--- config.mk ---
export PLATFORM = sky130hd
export DESIGN_NAME = card_id_table
export DESIGN_NICKNAME = d
export VERILOG_FILES = /design/src/sv/cit_pkg.sv /design/src/sv/cit_cell.sv /design/src/sv/card_id_table.sv
export SDC_FILE = /design/constraint.sdc
export NUM_CORES = 1
export LEC_CHECK = 0
export ABC_AREA = 0
export BUFFER_PORTS_ARGS = -buffer_cell sky130_fd_sc_hd__buf_4
export CAP_MARGIN = 20
export CORE_MARGIN = 2
export CORE_UTILIZATION = 55
export DETAILED_ROUTE_END_ITERATION = 10
export PLACE_DENSITY = 0.74
export SLEW_MARGIN = 20
export SYNTH_ARGS = -nofsm -noshare
export SYNTH_HDL_FRONTEND = slang
export SYNTH_SLANG_ARGS = --single-unit
--- constraint.sdc ---
create_clock -name clk -period 5.8 [get_ports clk]
set_clock_uncertainty 0.05 [all_clocks]
set_input_delay 1.16 -clock clk [delete_from_list [all_inputs] [get_ports clk]]
set_output_delay 1.16 -clock clk [all_outputs]
set_load 0.02 [all_outputs]
--- src/sv/cit_pkg.sv ---
`default_nettype none

package cit_pkg;

  // Table geometry.
  localparam int MAX_ENTRIES = 32;
  localparam int ID_BYTES    = 5;

  // Port widths fixed by the interface.
  localparam int ID_W     = 40;
  localparam int REQ_W    = 2;
  localparam int STATUS_W = 2;
  localparam int INDEX_W  = 5;
  localparam int TOTAL_W  = 6;

  // Only the low ID_BYTES bytes of an identifier take part, never more than the port holds.
  localparam int KEY_W = (8 * ID_BYTES < ID_W) ? 8 * ID_BYTES : ID_W;

  // Slot index and count widths derived from the depth.
  localparam int IDX_W = (MAX_ENTRIES > 1) ? $clog2(MAX_ENTRIES) : 1;
  localparam int CNT_W = $clog2(MAX_ENTRIES + 1);

  // Request codes.
  localparam logic [REQ_W-1:0] REQ_ADD    = 2'd0;
  localparam logic [REQ_W-1:0] REQ_FIND   = 2'd1;
  localparam logic [REQ_W-1:0] REQ_DELETE = 2'd2;

  // Status codes.
  localparam logic [STATUS_W-1:0] STAT_OK      = 2'd0;
  localparam logic [STATUS_W-1:0] STAT_FULL    = 2'd1;
  localparam logic [STATUS_W-1:0] STAT_PRESENT = 2'd2;
  localparam logic [STATUS_W-1:0] STAT_ABSENT  = 2'd3;

  // Sequencer states.
  typedef enum logic [1:0] {
    ST_IDLE,
    ST_SCAN,
    ST_COMPACT,
    ST_RESP
  } state_t;

  // Control broadcast to every cell of the chain.
  typedef struct packed {
    logic             shift;
    logic             compact;
    logic [IDX_W-1:0] pos;
  } cell_ctrl_t;

endpackage

`default_nettype wire

--- src/sv/cit_cell.sv ---
`default_nettype none

module cit_cell
  import cit_pkg::*;
(
  input  wire logic             clk,
  input  wire cell_ctrl_t       ctrl,
  input  wire logic [IDX_W-1:0] slot,
  input  wire logic [KEY_W-1:0] data_in,
  output logic      [KEY_W-1:0] data
);

  logic take;

  // A cell takes its right neighbor on every shift, and during compaction
  // only when it sits at or above the removed slot.
  assign take = ctrl.shift | (ctrl.compact & (slot >= ctrl.pos));

  // Stored identifier; payload, so no reset.
  always_ff @(posedge clk) begin
    if (take) begin
      data <= data_in;
    end
  end

endmodule

`default_nettype wire

--- src/sv/card_id_table.sv ---
`default_nettype none

// card_id_table: packed list of card identifiers with add, find and delete.
//
// A request (req_type, card_id) transfers at a rising edge with start high
// and busy low. Exactly one result (status, entry_index, entry_total) follows,
// shown for one cycle with done high; the receiver takes it in that cycle and
// cannot stall it.
//
// The identifiers live in a chain of cells that rotates as a ring. A request
// rotates the ring once, comparing the head cell with the key; an add writes
// the new identifier into the tail as the first free slot passes. A delete
// that hits then passes through a compaction step in which every cell at or
// above the removed slot takes its neighbor. A table-full add and the unused
// request code skip the rotation.
// Done follows the rotation, or the compaction step for a delete that hits,
// and comes straight from idle when the rotation is skipped; a new request
// may transfer in the cycle after done, so the block takes no new request
// before it is through with the last one.
// Reset clears the count, so the table is empty; stored words are not cleared.

module card_id_table
  import cit_pkg::*;
(
  input  wire logic                clk,
  input  wire logic                rst,
  input  wire logic                start,
  output logic                     busy,
  input  wire logic [REQ_W-1:0]    req_type,
  input  wire logic [ID_W-1:0]     card_id,
  output logic                     done,
  output logic      [STATUS_W-1:0] status,
  output logic      [INDEX_W-1:0]  entry_index,
  output logic      [TOTAL_W-1:0]  entry_total
);

  state_t state, state_next;

  logic [REQ_W-1:0]    req_r;
  logic [KEY_W-1:0]    key;
  logic [CNT_W-1:0]    count;
  logic [CNT_W-1:0]    step;
  logic                found;
  logic [IDX_W-1:0]    pos;
  logic [STATUS_W-1:0] res_status;
  logic [IDX_W-1:0]    res_index;

  cell_ctrl_t          ctrl;
  logic [KEY_W-1:0]    cell_q [MAX_ENTRIES];
  logic [KEY_W-1:0]    feed;
  logic [KEY_W-1:0]    head;
  logic                hit;
  logic                last;
  logic                accept;
  logic                skip;
  logic                found_any;
  logic [IDX_W-1:0]    pos_any;

  // Chain of cells: each takes its right neighbor, the last one the feedback.
  for (genvar k = 0; k < MAX_ENTRIES; k++) begin : g_cell
    logic [KEY_W-1:0] nb;
    if (k == MAX_ENTRIES - 1) begin : g_tail
      assign nb = feed;
    end else begin : g_mid
      assign nb = cell_q[k+1];
    end
    cit_cell u_cell (
      .clk     (clk),
      .ctrl    (ctrl),
      .slot    (IDX_W'(k)),
      .data_in (nb),
      .data    (cell_q[k])
    );
  end

  assign head      = cell_q[0];
  assign accept    = start && !busy;
  assign skip      = ((req_type == REQ_ADD) && (count >= CNT_W'(MAX_ENTRIES)))
                     || ((req_type != REQ_ADD) && (req_type != REQ_FIND)
                         && (req_type != REQ_DELETE));
  assign last      = (step == CNT_W'(MAX_ENTRIES - 1));
  assign hit       = (state == ST_SCAN) && (step < count) && !found && (head == key);
  assign found_any = found || hit;
  assign pos_any   = hit ? step[IDX_W-1:0] : pos;

  // Next state and chain control.
  always_comb begin
    state_next   = state;
    ctrl.shift   = 1'b0;
    ctrl.compact = 1'b0;
    ctrl.pos     = pos;
    feed         = head;
    unique case (state)
      ST_IDLE: begin
        if (accept) begin
          state_next = skip ? ST_RESP : ST_SCAN;
        end
      end
      ST_SCAN: begin
        ctrl.shift = 1'b1;
        // The first free slot passes the head: an add without a match lands here.
        if ((req_r == REQ_ADD) && (step == count) && !found) begin
          feed = key;
        end
        if (last) begin
          state_next = ((req_r == REQ_DELETE) && found_any) ? ST_COMPACT : ST_RESP;
        end
      end
      ST_COMPACT: begin
        ctrl.compact = 1'b1;
        state_next   = ST_RESP;
      end
      ST_RESP: begin
        state_next = ST_IDLE;
      end
      default: begin
        state_next = ST_IDLE;
      end
    endcase
  end

  // State register and control counters.
  always_ff @(posedge clk) begin
    if (rst) begin
      state <= ST_IDLE;
      count <= '0;
      step  <= '0;
      found <= 1'b0;
    end else begin
      state <= state_next;
      if (state == ST_SCAN) begin
        step <= step + CNT_W'(1);
        if (hit) begin
          found <= 1'b1;
        end
        if (last && (req_r == REQ_ADD) && !found_any) begin
          count <= count + CNT_W'(1);
        end
      end else if (state == ST_COMPACT) begin
        count <= count - CNT_W'(1);
      end else if (accept) begin
        step  <= '0;
        found <= 1'b0;
      end
    end
  end

  // Request capture and result registers.
  always_ff @(posedge clk) begin
    if (accept) begin
      req_r      <= req_type;
      key        <= card_id[KEY_W-1:0];
      res_status <= (req_type == REQ_ADD) ? STAT_FULL : STAT_ABSENT;
      res_index  <= '0;
    end else if ((state == ST_SCAN) && last) begin
      if (req_r == REQ_ADD) begin
        if (found_any) begin
          res_status <= STAT_PRESENT;
          res_index  <= '0;
        end else begin
          res_status <= STAT_OK;
          res_index  <= count[IDX_W-1:0];
        end
      end else if (found_any) begin
        res_status <= STAT_OK;
        res_index  <= pos_any;
      end else begin
        res_status <= STAT_ABSENT;
        res_index  <= '0;
      end
    end
    if ((state == ST_SCAN) && hit) begin
      pos <= step[IDX_W-1:0];
    end
  end

  // Handshake and result ports.
  assign busy        = (state != ST_IDLE);
  assign done        = (state == ST_RESP);
  assign status      = res_status;
  assign entry_index = INDEX_W'(res_index);
  assign entry_total = TOTAL_W'(count);

  // The count never exceeds the table depth.
  a_count_range: assert property (@(posedge clk) disable iff (rst)
    count <= CNT_W'(MAX_ENTRIES))
    else $error("entry count exceeds table depth");

  // A refused or missed request reports slot zero.
  a_index_zero: assert property (@(posedge clk) disable iff (rst)
    (done && (status != STAT_OK)) |-> (entry_index == '0))
    else $error("nonzero index with failing status");

  // A successful add reports the slot just below the new count.
  a_add_slot: assert property (@(posedge clk) disable iff (rst)
    (done && (req_r == REQ_ADD) && (status == STAT_OK))
      |-> (CNT_W'(res_index) + CNT_W'(1) == count))
    else $error("added slot does not match new count");

  // Only the scan, compaction or a skipped request lead into a result.
  a_done_path: assert property (@(posedge clk) disable iff (rst)
    done |-> $past(busy || accept))
    else $error("result without a request in progress");

endmodule

`default_nettype wire

==> impl_metrics.toml, run 1 <==
[status]
outcome = "finished, final reports clean"

[clocking]
ctsResizeCount = 0
cts_buffers = 118
post_cts_buffers = 0
root_buffer = "clkbuf_16"
clk_pin_slew_ns = 0.07
h-tree-depth = 3
cts_tree = "built"
holdBufCountCts = 0
cts_sinks = 1349
clockBufferDepth = 3
clkLatencyLatePin_ns = 0.73

[placed_design]
placedCellCount = 2790
gp_congestion = 0.876
placed_cell_area_sq_mm = 0.0448
io_buffer_count = 59
dp_hpwl_um = 44600

[synthesis]
syn_nets = 1740
synthesis.area_sq_mm = 0.0426
yosysWarnings = 0
synth_top_area_cell = "edfxtp_1"
synth_seq_cells = 1349
synth_area_leaders = "edfxtp_1 94%, mux2_2 1.2%, dfxtp_1 0.94%"
synth_most_common_cell = "edfxtp_1"
yosysTopAreaCellShare_pct = 93.6
yosys_most_used_dff = "edfxtp_1"
yosysSeqAreaShare_pct = 94.5
netlist_top_cells_count = "1329 x edfxtp_1, 46 x mux2_2, 42 x xor2_1"
synth_edf_count = 1329
synthArstFlopShare_pct = 0
syn_inst = 1676
ys_types = 52
avgSynthCellArea_sq_um = 25.4

[timing]
slew_headroom_pct = 27.8
finalSetupViolCount = 0
min_period_ns = 4.29
worst_pin_slew_ns = 1.08
drv_slew = 0
hold_viol_final = 0
timing.final.crit_share_pct = 73.9
clock.fmax_ghz = 0.233
finalSetupTns_ns = 0
rsz0062_at_grt = "false"

[critical_path]
critPathArrivalTime_ns = 4.51
reg2regPathDepth = 11
start_kind = "flip-flop"
crit_path_end_kind = "flip-flop"
worstSetupPathType = "reg -> reg"
critPathRequiredTime_ns = 6.03
timing.critical_path.fanout_max = 41

[floorplan]
fp.dieH_um = 282
core-area_sq_mm = 0.0771
design.portCount = 60
placementRows = 102
initial_utilization_pct = 55.3
die_w_um = 282
die_area_sq_mm = 0.0798

[power_and_ir_drop]
power.total_mw = 31.7
leakage_nw = 16.0
powerDensity_mw_per_mm2 = 652
ir_drop_uv = 515

[layout]
area_growth_pct = 14.2
fin_util_pct = 63.2
finalNonFillerCells = 3013
nets = 1937
antenna_cells = 0
layout-drive-gt1-share_pct = 17.3
final_area_sq_mm = 0.0487

[grt]
grt_max_degree = 46
grt_overflow = 0
grt_usage_pct = 20.1
grt_pass1_wl_um = 113000
antenna_found_initial = 9
grt_pass1_vias = 16812

[route]
drtPass1Iterations = 5
viasPerCell = 5.47
vias = 16480
antenna_left = 0
drtIter0Drc = 2017
post_drt_wl_per_cell_um = 26.4
drc_errors = 0
wl_um = 79600

[min_path]
hp-class = "reg -> reg"
hold_depth = 0

[job]
maxCapViolCount = 0
[registers in the layout, summed over array words and instances, names as in the netlist]
signal,count
g_cell.u_cell.data,1280
key,40
entry_total,6
step,6
entry_index,5
pos,5
req_r,2
state,2
status,2
found,1
[final timing paths]
check	start	slack, ns	end
worst max-delay path	state[0]$_SDFFE_PP0P_	1.51	g_cell[30].u_cell.data[7]$_DFFE_PP_
worst min-delay path	g_cell[29].u_cell.data[8]$_DFFE_PP_	0.33	g_cell[28].u_cell.data[8]$_DFFE_PP_
worst max register to register	state[0]$_SDFFE_PP0P_	1.51	g_cell[30].u_cell.data[7]$_DFFE_PP_
worst min register to register	g_cell[29].u_cell.data[8]$_DFFE_PP_	0.33	g_cell[28].u_cell.data[8]$_DFFE_PP_
[layer usage]
layer	wire (um)	part of all wire [%]	up-vias	GRT usage (%)
li1	-	-	7107	-
met1	30600	39	8542	26.8
met2	40200	51	716	33.6
met3	7290	9.2	113	5.34
met4	1410	1.8	2	4.73
met5	13	0.016	-	0
[kinds of logic after synthesis]
family	after synthesis	share of synthesized area, %
flops	1349	94.5
simple gates	100	1.22
compound gates	79	1.19
xor+xnor	46	0.945
mux	46	1.21
buf+inv	37	0.340
fa+ha+maj	19	0.575
[metrics by stage]
step / setup slack, ns / hold WS [ns]
after floorplan: 0.204 / 0.350
after global placement: 1.81 / 0.350
after detailed placement: 1.59 / 0.355
after CTS: 1.57 / 0.329
after global routing: 1.26 / 0.351
final: 1.51 / 0.335
[cells in the final DEF, fill, tap and decap left out, types with 6 or more instances in the layout]
cell        count
o21ai_4         8
clkinv_1       29
nor4_1          9
edfxtp_1     1329
nand2_1        24
dfxtp_1        20
nand4_1         6
o21ai_0        11
clkbuf_16     118
nor3_1         14
nor2_1         19
mux2_2         46
clkinvlp_4      7
a21oi_1        21
clkbuf_1       21
nand3_1         7
bufinv_16      11
ha_1           18
inv_1          18
xor2_1         42
clkinv_2       23
a21o_1          7
buf_4          92
[critical path: stages, from the launching register on]
cell,delay (ns)
dfxtp_1,0.40
inv_1,0.14
ha_1,0.36
inv_1,0.40
nor2_1,0.17
nor2_1,0.12
buf_4,0.22
inv_1,0.11
a21oi_2,0.53
nand2_1,0.21
buf_4,0.36
or2_2,0.74
[layout make-up]
class                   instances  area [sq um]
clock buffers                 139          3030
well taps                    1040          1300
fillers                      4856         28400
repair buffers                 95           758
inverters                      19          71.3
multi-input cells             290          2390
flip-flops and latches       1349         40300
clock inverters                81           821
[power breakdown]
part           switching, mW  internal, mW
combinational           3.58         0.748
clock                   3.51          4.26
sequential              1.79          17.8
total                   8.89          22.8
Power figures use the tool's default switching activity.
==> inputs of run 2 (changes only) <==
--- a/config.mk
+++ b/config.mk
@@ -5,13 +5,13 @@
 export SDC_FILE = /design/constraint.sdc
 export NUM_CORES = 1
 export LEC_CHECK = 0
-export ABC_AREA = 0
+export ABC_AREA = 1
 export BUFFER_PORTS_ARGS = -buffer_cell sky130_fd_sc_hd__buf_4
 export CAP_MARGIN = 20
 export CORE_MARGIN = 2
-export CORE_UTILIZATION = 55
+export CORE_UTILIZATION = 61
 export DETAILED_ROUTE_END_ITERATION = 10
-export PLACE_DENSITY = 0.74
+export PLACE_DENSITY = 0.77
 export SLEW_MARGIN = 20
 export SYNTH_ARGS = -nofsm -noshare
 export SYNTH_HDL_FRONTEND = slang
==> constraint.sdc (replaced) <==
create_clock -name clk -period 4.2 [get_ports clk]
set_clock_uncertainty 0.05 [all_clocks]
set_input_delay 0.84 -clock clk [delete_from_list [all_inputs] [get_ports clk]]
set_output_delay 0.84 -clock clk [all_outputs]
set_load 0.02 [all_outputs]
==> run 2 against run 1 <==
  * Total power rose by 29%
  * Register-to-register slack got worse by 0.61 ns
  * First-iteration DRC count down 18%
  * Count of clock-buffer cells in the layout decreased by 6
  * Die area fell by 8.2%
  * Utilization is 7.0 points higher
  * Final area grew 1.3%
  * Setup slack got worse by 0.61 ns
  * Critical path type unchanged
  * Critical endpoint is now g_cell[31].u_cell.data[32]$_DFFE_PP_
==> impl_metrics.toml, run 2 <==
[synthesis]
yosysSeqAreaShare_pct = 92.9
yosysWarnings = 0
syn_inst = 2020
synth_edf_count = 1329
synthArstFlopShare_pct = 0
synth_top_area_cell = "edfxtp_1"
ys_types = 41
yosys_most_used_dff = "edfxtp_1"
syn_nets = 2084
synth_seq_cells = 1349
avgSynthCellArea_sq_um = 21.5
synth_most_common_cell = "edfxtp_1"
yosysTopAreaCellShare_pct = 92.0
synth_area_leaders = "edfxtp_1 92%, nand2_1 2.2%, inv_1 1.2%"
netlist_top_cells_count = "1329 x edfxtp_1, 253 x nand2_1, 137 x inv_1"
synthesis.area_sq_mm = 0.0434

[placed_design]
gp_congestion = 0.913
pre_cts_ws_ns = 0.914
io_buffer_count = 59
placed_cell_area_sq_mm = 0.0454
dp_hpwl_um = 50300
placedCellCount = 3037

[clocking]
cts_tree = "built"
cts_sinks = 1349
ctsResizeCount = 0
post_cts_buffers = 0
holdBufCountCts = 0
clk_pin_slew_ns = 0.06
cts_buffers = 118
clkLatencyLatePin_ns = 0.69
clockBufferDepth = 3
h-tree-depth = 3
root_buffer = "clkbuf_16"

[critical_path]
regToRegSetupSlack_ns = 0.90
regToRegStartpoint = "state[1]$_SDFFE_PP0P_"
worstSetupPathType = "reg -> reg"
critPathRequiredTime_ns = 4.55
reg2reg_to = "g_cell[31].u_cell.data[32]$_DFFE_PP_"
critPathArrivalTime_ns = 3.65
reg2regPathDepth = 7
start_kind = "flip-flop"
crit_path_end_kind = "flip-flop"
timing.critical_path.fanout_max = 42

[grt]
grt_use_met2_pct = 39.1
grt_usage_pct = 23.9
grt_pass1_wl_um = 123000
met3_usage_pct = 8.14
grt_max_degree = 46
grt_pass1_vias = 18074
antenna_found_initial = 0
busiest_layer = "met2"
globalRouteMet1Util_pct = 30.6
grt_overflow = 0

[layout]
largest-register = "g_cell.u_cell.data"
nets = 2282
largestRegisters = "g_cell.u_cell.data (1280), key (40)"
largest_reg_flops = 1280
layout-drive-gt1-share_pct = 13.2
area_growth_pct = 13.7
finalNonFillerCells = 3259
mostFrequentLayoutCells = "1329 x edfxtp_1, 253 x nand2_1, 137 x inv_1, 119 x clkbuf_16, 91 x buf_4"
layout_commonest_cell = "edfxtp_1"
final_area_sq_mm = 0.0493
fin_util_pct = 70.2

[power_and_ir_drop]
seq_power_share_pct = 64.3
pwr-share-clk_pct = 26.2
switchingPower_mw = 10.6
leakage_nw = 16.9
p_int_mw = 30.2
swShare_pct = 26.0
powerDensity_mw_per_mm2 = 828
combinationalPowerShare_pct = 9.6
ir_drop_uv = 498

[timing]
hold_viol_final = 0
slew_headroom_pct = 40.4
min_period_ns = 3.30
drv_slew = 0
finalSetupViolCount = 0
worst_pin_slew_ns = 0.894
rsz0062_at_grt = "false"
setup_slack_ns = 0.900
clock.fmax_ghz = 0.303
timing.final.crit_share_pct = 78.6

[floorplan]
die_w_um = 271
core-area_sq_mm = 0.0703
initial_utilization_pct = 61.7
placementRows = 97
fp.dieH_um = 271
die_area_sq_mm = 0.0732
design.portCount = 60

[min_path]
min_to = "key[2]$_DFFE_PP_"
hp-class = "in -> reg"
hold_depth = 1
min-delay-start = "card_id[2]"

[route]
drtPass1Iterations = 5
antenna_left = 0
post_drt_wl_per_cell_um = 26.0
viasPerCell = 5.43
vias = 17712
drtIter0Drc = 1661
drc_errors = 0
wl_um = 84900

[job]
maxCapViolCount = 0

[status]
outcome = "finished, final reports clean"
[run 2: critical path, cell delays in order (launching register included)]
cell and delay [ns]:
dfxtp_1 0.36, inv_1 0.12, ha_1 0.58, nand2_1 0.17
nor2_1 0.15, nand3_2 0.61, buf_12 0.45, o21ai_0 0.51
[run 2: cell type report]
class | instances | area, sq um
Antenna cell | 2 | 5.00
Clock buffer | 133 | 3030
Clock inverter | 86 | 806
Fill cell | 4027 | 21000
Inverter | 141 | 531
Multi-Input combinational cell | 515 | 2720
Sequential cell | 1349 | 40300
Tap cell | 940 | 1180
Timing Repair Buffer | 93 | 723
[run 2: metrics by stage]
step	TNS, ns	hold slack [ns]	total power, mW
after floorplan	-44.78	0.350	27.2
after global placement	0	0.350	29.3
after detailed placement	0	0.355	30.0
after CTS	0	0.238	41.3
after global routing	0	0.237	42.5
final	0	0.279	40.8
[run 2: layer usage]
| layer | vias to the layer above | part of all wire [%] |
|---|---|---|
| li1 | 7964 | - |
| met4 | 0 | 2.8 |
| met5 | - | 0 |
| met1 | 8989 | 38 |
| met2 | 631 | 50 |
| met3 | 128 | 9.2 |
[run 2: power by group through the flow]
stage	Clock [mW]	Combinational (mW)	Sequential (mW)
final	10.7	3.91	26.2
after global routing	11.4	4.28	26.8
after CTS	10.9	3.89	26.4
after detailed placement	0	3.79	26.2
after global placement	0	3.66	25.7
after floorplan	0	2.36	24.8
[run 2: worst max-delay path by stage]
| stage | from | end |
|---|---|---|
| 2_1_floorplan | state[0]$_SDFFE_PP0P_ | g_cell[22].u_cell.data[0]$_DFFE_PP_ |
| 3_3_place_gp | state[1]$_SDFFE_PP0P_ | g_cell[31].u_cell.data[32]$_DFFE_PP_ |
| 3_5_place_dp | state[0]$_SDFFE_PP0P_ | g_cell[26].u_cell.data[20]$_DFFE_PP_ |
| 4_1_cts | state[0]$_SDFFE_PP0P_ | g_cell[26].u_cell.data[20]$_DFFE_PP_ |
| 5_1_grt | state[1]$_SDFFE_PP0P_ | g_cell[31].u_cell.data[32]$_DFFE_PP_ |
| 6_report | state[1]$_SDFFE_PP0P_ | g_cell[31].u_cell.data[32]$_DFFE_PP_ |
[run 2: cell families (layout without fill, tap and decap cells)]
group,Yosys count,in the layout,share of synthesized area [%]
AO/OA/AOI/OAI,98,98,1.23
XOR/XNOR,8,8,0.162
adder cells (fa/ha/maj),19,19,0.565
buffers and inverters,156,453,1.40
flip-flops,1349,1349,92.9
multiplexers,3,3,0.0779
other,0,2,0
AND/OR/NAND/NOR,387,387,3.63
